==> src/hw/rtl/jsu_pkg.sv <==
package jsu_pkg;

  // Result class carried on the output channel.
  typedef enum logic [1:0] {
    KIND_BYTE  = 2'd0,
    KIND_END   = 2'd1,
    KIND_ERROR = 2'd2
  } kind_e;

  // Error classes reported with KIND_ERROR.
  typedef enum logic [2:0] {
    ERR_NONE        = 3'd0,
    ERR_NO_QUOTE    = 3'd1,
    ERR_UNEXP_END   = 3'd2,
    ERR_BAD_ESCAPE  = 3'd3,
    ERR_BAD_HEX     = 3'd4,
    ERR_UNPAIRED_HI = 3'd5,
    ERR_BAD_LOW     = 3'd6
  } err_e;

  localparam int unsigned MaxResults = 4;
  localparam int unsigned IdxW       = $clog2(MaxResults);

  // All results that one input item causes, emitted in order 0..last_idx.
  typedef struct packed {
    logic [IdxW-1:0]             last_idx;
    logic [MaxResults-1:0][7:0]  bytes;
    kind_e                       kind;
    err_e                        code;
  } grp_t;

endpackage

==> src/hw/rtl/jsu_if.sv <==
interface jsu_in_if;
  logic       valid;
  logic       ready;
  logic [7:0] text_byte;
  logic       end_of_text;

  modport source (output valid, output text_byte, output end_of_text, input ready);
  modport sink   (input valid, input text_byte, input end_of_text, output ready);
endinterface

interface jsu_out_if;
  logic       valid;
  logic       ready;
  logic [7:0] out_byte;
  logic [1:0] kind;
  logic [2:0] error_code;
  logic       last_of_run;

  modport source (output valid, output out_byte, output kind, output error_code,
                  output last_of_run, input ready);
  modport sink   (input valid, input out_byte, input kind, input error_code,
                  input last_of_run, output ready);
endinterface

==> src/hw/rtl/json_string_unescape_utf8_top.sv <==
// JSON string unescaper: feed a quoted string token one byte per transaction,
// starting at the opening quote, and receive its decoded UTF-8 bytes, then a
// closing result (kind 1) or an error result (kind 2, with error_code), each
// marked last_of_run on the final result an input byte caused. Input bytes
// pass through an input register, are decoded combinationally against the
// parse state and land in a result buffer that holds up to four results.
// Throughput is one input transaction per cycle while each byte causes at
// most one result and the output is ready; a byte that completes a \u escape
// whose scalar takes n UTF-8 bytes occupies the result buffer until all n
// are emitted, one result per cycle while the output is ready.
module json_string_unescape_utf8_top
  import jsu_pkg::*;
(
  input  logic      clk_i,
  input  logic      rst_ni,
  jsu_in_if.sink    in_i,
  jsu_out_if.source out_o
);

  // Input register.
  logic       in_valid_q;
  logic [7:0] text_q;
  logic       eot_q;

  // Decode and result buffer handoff.
  logic grp_valid;
  grp_t grp;
  logic can_load;
  logic advance;
  logic load;

  // Advance the held byte when its results (if any) have room in the buffer;
  // bytes that cause no result advance regardless of the output side.
  assign advance   = in_valid_q && (!grp_valid || can_load);
  assign load      = advance && grp_valid;
  assign in_i.ready = !in_valid_q || advance;

  always_ff @(posedge clk_i or negedge rst_ni) begin
    if (!rst_ni) begin
      in_valid_q <= 1'b0;
    end else if (in_i.valid && in_i.ready) begin
      in_valid_q <= 1'b1;
    end else if (advance) begin
      in_valid_q <= 1'b0;
    end
  end

  // Capture payload on every accepted transaction.
  always_ff @(posedge clk_i) begin
    if (in_i.valid && in_i.ready) begin
      text_q <= in_i.text_byte;
      eot_q  <= in_i.end_of_text;
    end
  end

  jsu_parse u_parse (
    .clk_i         (clk_i),
    .rst_ni        (rst_ni),
    .advance_i     (advance),
    .text_byte_i   (text_q),
    .end_of_text_i (eot_q),
    .grp_valid_o   (grp_valid),
    .grp_o         (grp)
  );

  jsu_emit u_emit (
    .clk_i      (clk_i),
    .rst_ni     (rst_ni),
    .load_i     (load),
    .grp_i      (grp),
    .can_load_o (can_load),
    .out_o      (out_o)
  );

endmodule

==> src/hw/rtl/jsu_parse.sv <==
module jsu_parse
  import jsu_pkg::*;
(
  input  logic       clk_i,
  input  logic       rst_ni,
  input  logic       advance_i,
  input  logic [7:0] text_byte_i,
  input  logic       end_of_text_i,
  output logic       grp_valid_o,
  output grp_t       grp_o
);

  typedef enum logic [2:0] {
    MODE_IDLE    = 3'd0,
    MODE_BODY    = 3'd1,
    MODE_ESC     = 3'd2,
    MODE_HEX     = 3'd3,
    MODE_PAIR_BS = 3'd4,
    MODE_PAIR_U  = 3'd5
  } mode_e;

  localparam logic [7:0] ChQuote = 8'h22;
  localparam logic [7:0] ChBslash = 8'h5C;
  localparam logic [7:0] ChSlash = 8'h2F;
  localparam logic [7:0] ChB = 8'h62;
  localparam logic [7:0] ChF = 8'h66;
  localparam logic [7:0] ChN = 8'h6E;
  localparam logic [7:0] ChR = 8'h72;
  localparam logic [7:0] ChT = 8'h74;
  localparam logic [7:0] ChU = 8'h75;

  mode_e       mode_q, mode_d;
  logic [11:0] hex_q, hex_d;
  logic [1:0]  digits_q, digits_d;
  logic [9:0]  held_q, held_d;
  logic        pending_q, pending_d;

  logic        nib_ok;
  logic [3:0]  nib;
  logic [15:0] hex_full;
  logic [10:0] pair_hi;
  logic [20:0] pair_scalar;

  function automatic grp_t one_result(kind_e kind, err_e code, logic [7:0] b);
    grp_t g;
    g          = '0;
    g.kind     = kind;
    g.code     = code;
    g.bytes[0] = b;
    return g;
  endfunction

  // UTF-8 encode one scalar into one to four bytes.
  function automatic grp_t encode(logic [20:0] s);
    grp_t g;
    g      = '0;
    g.kind = KIND_BYTE;
    g.code = ERR_NONE;
    if (s[20:7] == '0) begin
      g.last_idx = IdxW'(0);
      g.bytes[0] = {1'b0, s[6:0]};
    end else if (s[20:11] == '0) begin
      g.last_idx = IdxW'(1);
      g.bytes[0] = {3'b110, s[10:6]};
      g.bytes[1] = {2'b10, s[5:0]};
    end else if (s[20:16] == '0) begin
      g.last_idx = IdxW'(2);
      g.bytes[0] = {4'b1110, s[15:12]};
      g.bytes[1] = {2'b10, s[11:6]};
      g.bytes[2] = {2'b10, s[5:0]};
    end else begin
      g.last_idx = IdxW'(3);
      g.bytes[0] = {5'b11110, s[20:18]};
      g.bytes[1] = {2'b10, s[17:12]};
      g.bytes[2] = {2'b10, s[11:6]};
      g.bytes[3] = {2'b10, s[5:0]};
    end
    return g;
  endfunction

  // Hex digit decode: letters of either case map through their low nibble.
  always_comb begin
    nib_ok = 1'b0;
    nib    = text_byte_i[3:0];
    if (text_byte_i >= 8'h30 && text_byte_i <= 8'h39) begin
      nib_ok = 1'b1;
    end else if ((text_byte_i >= 8'h61 && text_byte_i <= 8'h66) ||
                 (text_byte_i >= 8'h41 && text_byte_i <= 8'h46)) begin
      nib_ok = 1'b1;
      nib    = text_byte_i[3:0] + 4'd9;
    end
  end

  // Pair scalar: 0x10000 is 64 units of 1024, so add 64 to the high half.
  assign hex_full    = {hex_q, nib};
  assign pair_hi     = {1'b0, held_q} + 11'd64;
  assign pair_scalar = {pair_hi, hex_full[9:0]};

  always_comb begin
    mode_d      = mode_q;
    hex_d       = hex_q;
    digits_d    = digits_q;
    held_d      = held_q;
    pending_d   = pending_q;
    grp_valid_o = 1'b0;
    grp_o       = '0;

    if (end_of_text_i) begin
      grp_valid_o = 1'b1;
      if (mode_q == MODE_PAIR_BS || mode_q == MODE_PAIR_U) begin
        grp_o = one_result(KIND_ERROR, ERR_UNPAIRED_HI, 8'h00);
      end else begin
        grp_o = one_result(KIND_ERROR, ERR_UNEXP_END, 8'h00);
      end
      mode_d    = MODE_IDLE;
      hex_d     = '0;
      digits_d  = '0;
      held_d    = '0;
      pending_d = 1'b0;
    end else begin
      unique case (mode_q)
        MODE_BODY: begin
          if (text_byte_i == ChQuote) begin
            grp_valid_o = 1'b1;
            grp_o       = one_result(KIND_END, ERR_NONE, 8'h00);
            mode_d      = MODE_IDLE;
          end else if (text_byte_i == ChBslash) begin
            mode_d = MODE_ESC;
          end else begin
            grp_valid_o = 1'b1;
            grp_o       = one_result(KIND_BYTE, ERR_NONE, text_byte_i);
          end
        end
        MODE_ESC: begin
          grp_valid_o = 1'b1;
          mode_d      = MODE_BODY;
          unique case (text_byte_i)
            ChQuote:  grp_o = one_result(KIND_BYTE, ERR_NONE, ChQuote);
            ChBslash: grp_o = one_result(KIND_BYTE, ERR_NONE, ChBslash);
            ChSlash:  grp_o = one_result(KIND_BYTE, ERR_NONE, ChSlash);
            ChB:      grp_o = one_result(KIND_BYTE, ERR_NONE, 8'h08);
            ChF:      grp_o = one_result(KIND_BYTE, ERR_NONE, 8'h0C);
            ChN:      grp_o = one_result(KIND_BYTE, ERR_NONE, 8'h0A);
            ChR:      grp_o = one_result(KIND_BYTE, ERR_NONE, 8'h0D);
            ChT:      grp_o = one_result(KIND_BYTE, ERR_NONE, 8'h09);
            ChU: begin
              grp_valid_o = 1'b0;
              mode_d      = MODE_HEX;
              hex_d       = '0;
              digits_d    = '0;
            end
            default: begin
              grp_o     = one_result(KIND_ERROR, ERR_BAD_ESCAPE, 8'h00);
              mode_d    = MODE_IDLE;
              hex_d     = '0;
              digits_d  = '0;
              held_d    = '0;
              pending_d = 1'b0;
            end
          endcase
        end
        MODE_HEX: begin
          if (!nib_ok) begin
            grp_valid_o = 1'b1;
            grp_o       = one_result(KIND_ERROR, ERR_BAD_HEX, 8'h00);
            mode_d      = MODE_IDLE;
            hex_d       = '0;
            digits_d    = '0;
            held_d      = '0;
            pending_d   = 1'b0;
          end else if (digits_q != 2'd3) begin
            hex_d    = hex_full[11:0];
            digits_d = digits_q + 2'd1;
          end else begin
            hex_d    = '0;
            digits_d = '0;
            if (pending_q) begin
              grp_valid_o = 1'b1;
              if (hex_full[15:10] != 6'b110111) begin
                grp_o  = one_result(KIND_ERROR, ERR_BAD_LOW, 8'h00);
                mode_d = MODE_IDLE;
              end else begin
                grp_o  = encode(pair_scalar);
                mode_d = MODE_BODY;
              end
              held_d    = '0;
              pending_d = 1'b0;
            end else if (hex_full[15:10] == 6'b110110) begin
              held_d    = hex_full[9:0];
              pending_d = 1'b1;
              mode_d    = MODE_PAIR_BS;
            end else begin
              // Lone low surrogates take this path and encode as they stand.
              grp_valid_o = 1'b1;
              grp_o       = encode({5'd0, hex_full});
              mode_d      = MODE_BODY;
            end
          end
        end
        MODE_PAIR_BS, MODE_PAIR_U: begin
          if ((mode_q == MODE_PAIR_BS && text_byte_i == ChBslash) ||
              (mode_q == MODE_PAIR_U && text_byte_i == ChU)) begin
            mode_d = (mode_q == MODE_PAIR_BS) ? MODE_PAIR_U : MODE_HEX;
          end else begin
            grp_valid_o = 1'b1;
            grp_o       = one_result(KIND_ERROR, ERR_UNPAIRED_HI, 8'h00);
            mode_d      = MODE_IDLE;
            held_d      = '0;
            pending_d   = 1'b0;
          end
        end
        default: begin
          if (text_byte_i == ChQuote) begin
            mode_d = MODE_BODY;
          end else begin
            grp_valid_o = 1'b1;
            grp_o       = one_result(KIND_ERROR, ERR_NO_QUOTE, 8'h00);
            mode_d      = MODE_IDLE;
          end
          hex_d     = '0;
          digits_d  = '0;
          held_d    = '0;
          pending_d = 1'b0;
        end
      endcase
    end
  end

  always_ff @(posedge clk_i or negedge rst_ni) begin
    if (!rst_ni) begin
      mode_q    <= MODE_IDLE;
      hex_q     <= '0;
      digits_q  <= '0;
      held_q    <= '0;
      pending_q <= 1'b0;
    end else if (advance_i) begin
      mode_q    <= mode_d;
      hex_q     <= hex_d;
      digits_q  <= digits_d;
      held_q    <= held_d;
      pending_q <= pending_d;
    end
  end

endmodule

==> src/hw/rtl/jsu_emit.sv <==
module jsu_emit
  import jsu_pkg::*;
(
  input  logic      clk_i,
  input  logic      rst_ni,
  input  logic      load_i,
  input  grp_t      grp_i,
  output logic      can_load_o,
  jsu_out_if.source out_o
);

  logic            busy_q;
  logic [IdxW-1:0] idx_q;
  grp_t            grp_q;
  logic            fire;
  logic            done;

  assign fire       = busy_q && out_o.ready;
  assign done       = fire && (idx_q == grp_q.last_idx);
  assign can_load_o = !busy_q || done;

  always_ff @(posedge clk_i or negedge rst_ni) begin
    if (!rst_ni) begin
      busy_q <= 1'b0;
      idx_q  <= '0;
    end else if (load_i) begin
      busy_q <= 1'b1;
      idx_q  <= '0;
    end else if (done) begin
      busy_q <= 1'b0;
    end else if (fire) begin
      idx_q <= idx_q + IdxW'(1);
    end
  end

  always_ff @(posedge clk_i) begin
    if (load_i) begin
      grp_q <= grp_i;
    end
  end

  assign out_o.valid       = busy_q;
  assign out_o.out_byte    = grp_q.bytes[idx_q];
  assign out_o.kind        = grp_q.kind;
  assign out_o.error_code  = grp_q.code;
  assign out_o.last_of_run = (idx_q == grp_q.last_idx);

endmodule
==> src/flat_wrapper.sv <==
// flat-port wrapper written by rule: the top's interface ports become plain ports
module json_string_unescape_utf8_top_flat import jsu_pkg::*;
  (clk_i, rst_ni, in_i_valid, in_i_text_byte, in_i_end_of_text, in_i_ready, out_o_valid, out_o_out_byte, out_o_kind, out_o_error_code, out_o_last_of_run, out_o_ready);
  jsu_in_if in_i_i ();
  jsu_out_if out_o_i ();
  input  logic clk_i;
  input  logic rst_ni;
  input wire logic [$bits(in_i_i.valid)-1:0] in_i_valid;
  input wire logic [$bits(in_i_i.text_byte)-1:0] in_i_text_byte;
  input wire logic [$bits(in_i_i.end_of_text)-1:0] in_i_end_of_text;
  output wire logic [$bits(in_i_i.ready)-1:0] in_i_ready;
  output wire logic [$bits(out_o_i.valid)-1:0] out_o_valid;
  output wire logic [$bits(out_o_i.out_byte)-1:0] out_o_out_byte;
  output wire logic [$bits(out_o_i.kind)-1:0] out_o_kind;
  output wire logic [$bits(out_o_i.error_code)-1:0] out_o_error_code;
  output wire logic [$bits(out_o_i.last_of_run)-1:0] out_o_last_of_run;
  input wire logic [$bits(out_o_i.ready)-1:0] out_o_ready;
  assign in_i_i.valid = in_i_valid;
  assign in_i_i.text_byte = in_i_text_byte;
  assign in_i_i.end_of_text = in_i_end_of_text;
  assign in_i_ready = in_i_i.ready;
  assign out_o_valid = out_o_i.valid;
  assign out_o_out_byte = out_o_i.out_byte;
  assign out_o_kind = out_o_i.kind;
  assign out_o_error_code = out_o_i.error_code;
  assign out_o_last_of_run = out_o_i.last_of_run;
  assign out_o_i.ready = out_o_ready;
  json_string_unescape_utf8_top u_core (.clk_i(clk_i), .rst_ni(rst_ni), .in_i(in_i_i), .out_o(out_o_i));
endmodule
==> config.mk <==
export PLATFORM = sky130hd
export DESIGN_NAME = json_string_unescape_utf8_top_flat
export DESIGN_NICKNAME = d
export VERILOG_FILES = /design/src/hw/rtl/jsu_pkg.sv /design/src/hw/rtl/jsu_if.sv /design/src/hw/rtl/json_string_unescape_utf8_top.sv /design/src/hw/rtl/jsu_parse.sv /design/src/hw/rtl/jsu_emit.sv /design/src/flat_wrapper.sv
export SDC_FILE = /design/constraint.sdc
export NUM_CORES = 1
export LEC_CHECK = 0
export BUFFER_PORTS_ARGS = -buffer_cell sky130_fd_sc_hd__buf_2
export CAP_MARGIN = 30
export CORE_ASPECT_RATIO = 0.5
export CORE_MARGIN = 2
export CORE_UTILIZATION = 25
export CTS_BUF_LIST = sky130_fd_sc_hd__clkbuf_16
export DETAILED_ROUTE_END_ITERATION = 16
export PLACE_DENSITY = 0.42
export SYNTH_ARGS = -nofsm -noshare
export SYNTH_HDL_FRONTEND = slang
export SYNTH_SLANG_ARGS = --single-unit
==> constraint.sdc <==
create_clock -name clk_i -period 3.6 [get_ports clk_i]
set_input_delay 0.72 -clock clk_i [delete_from_list [all_inputs] [get_ports clk_i]]
set_output_delay 0.72 -clock clk_i [all_outputs]
set_load 0.005 [all_outputs]
## Word level (Yosys, flattened, before mapping)

Index checks and enable logic that the tools add are counted.

- Bits in registers: 80
- Bits of input ports: 13
- Output and inout bits: 16
- Logic and storage cells: 182

- Add/sub/neg operators: 4
- $lt $le $gt $ge: 7
- Equality and inequality tests: 27
- Multiplexer cells: 91
- Reductions and logical operators: 36

Operators with widths:

| operator | number |
|---|---|
| 39-bit two-way mux | 6 |
| 39-bit one-hot mux with 4 select lines | 1 |
| 12-bit one-hot mux with 9 select lines | 1 |
| 10-bit two-way mux | 7 |
| 8-bit by 7-bit == test with 1-bit output, second input constant | 7 |
| 12-bit two-way mux | 4 |
| 16-bit two-way mux | 3 |
| 8-bit two-way mux | 5 |
| 10-bit one-hot mux with 4 select lines | 1 |
| 12-bit one-hot mux with 3 select lines | 1 |
| 3-bit two-way mux | 10 |
| 1-bit two-way mux | 26 |
| 13-bit two-way mux | 2 |
| 24-bit two-way mux | 1 |
| 2-bit two-way mux | 11 |
| 22-bit two-way mux | 1 |
| 8-bit binary-select mux with 2-bit select | 1 |
| 8-bit by 6-bit == test with 1-bit output, second input constant | 2 |
| 8-bit by 7-bit >= comparator with 1-bit output, second input constant | 2 |
| 8-bit by 7-bit less-or-equal comparator with 1-bit output, second input constant | 2 |
| 14-bit zero test | 1 |
| 14-bit two-way mux | 1 |
| 3-bit one-hot mux with 4 select lines | 1 |
| 10-bit by 7-bit adder with 11-bit output, second input constant | 1 |
| 36 further kinds | 67 |

## Longest topological paths before layout

- Word-level depth: 14
- Mapped depth: 12
- Mapped depth without buffers: 10

## Modules after synthesis

A second synthesis with hierarchy kept.

- Cells, all modules: 516
- Area, all modules: 5195.0 um^2

Modules (own cells, without submodules):

| module | instances | cells each | area an instance (um^2) | sequential area each (um^2) |
|---|---|---|---|---|
| jsu_parse | 1 | 427 | 3238.1 | 700.7 |
| jsu_emit | 1 | 73 | 1607.8 | 1246.2 |
| json_string_unescape_utf8_top | 1 | 16 | 349.1 | 295.3 |

## Least setup slack after synthesis

OpenSTA, ideal clock, no wires.

- Path kind: register -> register
- Start point: reg u_core.text_q[0]
- End point: reg u_core.u_emit.grp_q[10] in the netlist's numbering (enable)
- Arrival: 3454 ps
- Path slack: -296 ps
- Cell stages (with the launch flop): 9
- Path buffers: 0
- Clock period less this slack: 3896 ps
- Cells stage by stage: edfxtp_1 inv_1 ha_1 nor2b_1 o211ai_1 a32o_1 a21oi_1 o21ai_0 a21oi_1

- Longest elaborated chain between the ends: 12
- Elaborated cells on any way between the ends: 30

Ends and longest elaborated chain:

| what | line | RTL |
|---|---|---|
| from (decl) | json_string_unescape_utf8_top.sv:22 | `logic [7:0] text_q;` |
| from (signal assigned) | json_string_unescape_utf8_top.sv:51 | `text_q <= in_i.text_byte;` |
| 8-bit by 7-bit >= comparator with 1-bit output, or another cell as far along | jsu_parse.sv:87 | `end else if ((text_byte_i >= 8'h61 && text_byte_i <= 8'h66) \|\|` |
| 1-bit logical AND (on tied branches) | jsu_parse.sv:87, jsu_parse.sv:88 |  |
| 1-bit logical OR | jsu_parse.sv:87 |  |
| 1-bit two-way mux | jsu_parse.sv:87 |  |
| 1-bit two-way mux | jsu_parse.sv:85 | `if (text_byte_i >= 8'h30 && text_byte_i <= 8'h39) begin` |
| 1-bit two-way mux | jsu_parse.sv:163 | `if (!nib_ok) begin` |
| 1-bit one-hot mux with 4 select lines * | jsu_parse.sv:121 | `unique case (mode_q)` |
| 1-bit two-way mux * | jsu_parse.sv:108 | `if (end_of_text_i) begin` |
| 1-bit zero test | json_string_unescape_utf8_top.sv:34 | `assign advance = in_valid_q && (!grp_valid \|\| can_load);` |
| 1-bit logical OR | json_string_unescape_utf8_top.sv:34 |  |
| 1-bit logical AND | json_string_unescape_utf8_top.sv:34 |  |
| 1-bit logical AND * | json_string_unescape_utf8_top.sv:35 | `assign load = advance && grp_valid;` |
| named net u_core.load | json_string_unescape_utf8_top.sv:30 | `logic load;` |
| to (signal assigned) | jsu_emit.sv:38 | `grp_q <= grp_i;` |
| to (decl) | jsu_emit.sv:14 | `grp_t grp_q;` |

Mark *: on every way through the listed nets, which the timed path passes. The rest lies on a longest branch.
A chain may end at the register's enable or synchronous reset.

## Worst setup path after layout

- Start point: reg u_core.text_q[1]
- End point: out in_i_ready

- Longest elaborated chain between the ends: 12
- Elaborated cells on any way between the ends: 30

Ends and longest elaborated chain:

| what | line | RTL |
|---|---|---|
| 8-bit by 7-bit >= comparator with 1-bit output, or another cell as far along | jsu_parse.sv:87 |  |
| 1-bit logical AND (on tied branches) | jsu_parse.sv:87, jsu_parse.sv:88 |  |
| 1-bit logical OR | jsu_parse.sv:87 |  |
| 1-bit two-way mux | jsu_parse.sv:87 |  |
| 1-bit two-way mux | jsu_parse.sv:85 |  |
| 1-bit two-way mux | jsu_parse.sv:163 |  |
| 1-bit one-hot mux with 4 select lines * | jsu_parse.sv:121 |  |
| 1-bit two-way mux * | jsu_parse.sv:108 |  |
| 1-bit zero test * | json_string_unescape_utf8_top.sv:34 |  |
| 1-bit logical OR * | json_string_unescape_utf8_top.sv:34 |  |
| 1-bit logical AND * | json_string_unescape_utf8_top.sv:34 |  |
| 1-bit logical OR * | json_string_unescape_utf8_top.sv:36 | `assign in_i.ready = !in_valid_q \|\| advance;` |
| to (decl) | flat_wrapper.sv:11 | `output wire logic [$bits(in_i_i.ready)-1:0] in_i_ready;` |

Every way passes the cells marked *; elsewhere a longest branch is shown, timed or not.

==> results_dict.tcl <==
set metrics [dict create \
    cts_root_buf "clkbuf_16" \
    cts_htree_levels 3 \
    cp-start-kind "flop" \
    reg2reg_depth 9 \
    cap_violations 0 \
    cts_buffers 9 \
    seqPwrFrac 0.397 \
    cp_data_arrival_time_ps 2630 \
    die-area_um2 20340 \
    rows 35 \
    n_antenna_cell 0 \
    wire_per_inst_um 18.65 \
    postCtsSetupBuffers 0 \
    switching_share 0.3449 \
    fin_nets 565 \
    synth_ff_type "edfxtp_1" \
    p_leak_uw 0.002102 \
    start_util 0.2579 \
    place_area_um2 5300 \
    drt_first_pass_iters 6 \
    cp-endpoint "in_i_ready" \
    clock_path_buffers 2 \
    ys_async_sr_fraction 0.4211 \
    min_path_type "input port to async pin" \
    cp.required_ps 2880 \
    ant_nets 0 \
    grt.total_usage 0.1580 \
    tightest_slew_ps 827.4 \
    end_kind "output pin" \
    setup_violations 0 \
    synth.ff_latch_count 76 \
    synthCells 514 \
    viasPerCell 5.121 \
    drtIter0Drc 473 \
    drt_wl_total_um 15080 \
    dieHeight_um 101.9 \
    outcome "finished, final reports clean" \
    p_int_uw 2093 \
    place_congestion 0.8479 \
    syn_avg_cell_area_um2 9.316 \
    yosys.area.top_type "edfxtp_1" \
    port_buffers 28 \
    path_max_fanout 6 \
    clk-insertion-delay-late_ps 340 \
    clkSinkCount 76 \
    fmax_ghz 0.2983 \
    p_switching_uw 1102 \
    combinationalPowerShare 0.311 \
    synth_edf_count 44 \
    synthTopCellsByArea "edfxtp_1 28%, dfrtp_1 17%, nor2_1 4.9%, a21oi_1 4.3%, nand2_1 3.6%" \
    finalCritPeriodShare 0.9312 \
    synth_cell_types 63 \
    drive_gt1_frac 0.1709 \
    power_density_nw_per_um2 569.7 \
    antenna_found_initial 0 \
    synth_nets 534 \
    timing.rr.end "u_core.u_parse.held_q[1]" \
    r2r_slack_ps 420 \
    irDropWorstVdd_v 0.0002084 \
    fin_tns_setup_ps 0 \
    p_clk_frac 0.292 \
    slew_headroom 0.4484 \
    drc_errors 0 \
    final_util 0.3020 \
    grt_max_degree 33 \
    io_pins 29 \
    seq_area_frac_synth 0.4432 \
    grt_pass1_wl_um 24120 \
    synth_top_area_frac 0.2759 \
    yosys_warnings 0 \
    dpl.hpwl_um 11120 \
    drv_slew 0 \
    worstSetupPathType "flop to output pin" \
    clkTransAtPathRegs_ps 60 \
    rsz0062_at_grt "false" \
    cts_tree "built" \
    min_period_ps 3352 \
    crit_start "u_core.text_q[1]" \
    r2r-start "u_core.text_q[1]" \
    die_w_um 199.7 \
    grt-ovfl-total 0 \
    vias 4143 \
    finalInstanceArea_um2 5608 \
    final.setup_skew_ps 8.846 \
    hold_violations 0 \
    netlist_area_um2 4788 \
    syn_to_final_growth_pct 17.12 \
    core_area_um2 18570 \
    grt_pass1_vias 4134 \
]
worst min path at each step:
stage,end,startpoint,slack (ps),cells after the start
finish,u_core.u_emit.idx_q[0],rst_ni,450,1
global route,u_core.u_emit.idx_q[0],rst_ni,510,1
floorplan,u_core.in_valid_q,rst_ni,420,0
detailed placement,u_core.u_parse.digits_q[1],u_core.u_parse.digits_q[1],520,2
CTS,u_core.u_emit.idx_q[0],rst_ni,510,1
global placement,u_core.u_parse.digits_q[1],u_core.u_parse.digits_q[1],500,2
placed cells by master, fill, tap and decap left out, types with 7 or more instances in the layout:
| cell | count |
|---|---|
| o22ai_1 | 16 |
| nor4_1 | 8 |
| mux2i_1 | 10 |
| nor2_1 | 63 |
| dfrtp_1 | 32 |
| nand3_1 | 11 |
| o21ai_0 | 30 |
| o41ai_1 | 8 |
| nor3_1 | 12 |
| a21oi_1 | 40 |
| nand2b_1 | 9 |
| clkbuf_16 | 9 |
| and2_1 | 7 |
| edfxtp_1 | 44 |
| nand2_1 | 46 |
| buf_4 | 26 |
| inv_1 | 22 |
| a22oi_1 | 8 |
| nor2b_1 | 9 |
| ha_1 | 7 |
| buf_2 | 28 |
| mux4_2 | 7 |
critical path: stages (launching register included):
cell      delay, ps
edfxtp_1        470
inv_1           140
ha_1            300
nand2_1         110
or4_1           520
a32oi_1         190
o211ai_1        130
o21ai_1         190
nor2_1           90
inv_1            50
buf_2           100
state kept, by name, summed over array words and instances (netlist names):
register                        count
u_core.text_q                       8
u_core.u_parse.mode_q               3
u_core.u_emit.grp_q                30
u_core.u_emit.out_o.valid           1
u_core.u_emit.out_o.error_code      3
u_core.u_parse.held_q              10
u_core.u_emit.idx_q                 2
u_core.eot_q                        1
u_core.u_parse.pending_q            1
u_core.in_valid_q                   1
u_core.u_emit.out_o.kind            2
u_core.u_parse.digits_q             2
u_core.u_parse.hex_q               12
cell families after synthesis:
group           after synthesis  synth area share
compound gates              150            0.2023
xor+xnor                      8           0.01463
fa+ha+maj                     7           0.01829
buf+inv                      56           0.05043
flops                        76            0.4432
mux                          25           0.07578
simple gates                192            0.1955
what timing repair did:
action                                  4_1_cts  5_1_grt
resized for setup                             0        2
hold buffers                                  0        0
endpoints found under the setup margin        0        1
power groups by stage:
stage | sequential (uW) | combinational (uW) | clock (uW)
2_1_floorplan | 1200 | 702 | 0
3_3_place_gp | 1290 | 1000 | 0
3_5_place_dp | 1290 | 997 | 0
4_1_cts | 1270 | 1000 | 956
5_1_grt | 1300 | 1090 | 998
6_report | 1270 | 994 | 932
cells in the mapped netlist, types with 8 or more instances:
master,count
o21ai_0,31
nor2_1,63
o22ai_1,16
nor2b_1,9
nor4_1,8
a21oi_1,41
o41ai_1,8
a22oi_1,8
nand2b_1,9
dfrtp_1,32
clkbuf_1,19
inv_1,21
edfxtp_1,44
mux2i_1,10
nor3_1,12
nand2_1,46
nand3_1,11
per-layer routing:
metal  vias up  part of all wire  GRT usage  wire length (um)
met5         -                 0          0                 0
met4         0            0.0097    0.03248               147
met3        21             0.056    0.03564               850
met2       118              0.42     0.2348              6284
li1       1978                 -          -                 -
met1      2026              0.52     0.2347              7802
final cells by class:
class / count / area, um^2
clock buffers: 9 / 225.2
clock inverters: 7 / 76.32
fillers: 1973 / 12960
inverters: 22 / 82.58
multi-input cells: 382 / 2442
flip-flops and latches: 76 / 2122
well taps: 259 / 324.1
repair buffers: 54 / 335.3
per-stage QoR:
stage	power, uW	worst slack, ps	hold WS [ps]	std cells
final	3195	247.8	454.0	809
after global routing	3386	47.96	511.1	809
after detailed placement	2287	445.3	518.4	793
after floorplan	1904	502.8	424.4	514
after global placement	2288	476.5	500.3	793
after CTS	3231	127.7	514.8	809
(Power assumes the default switching activity.)
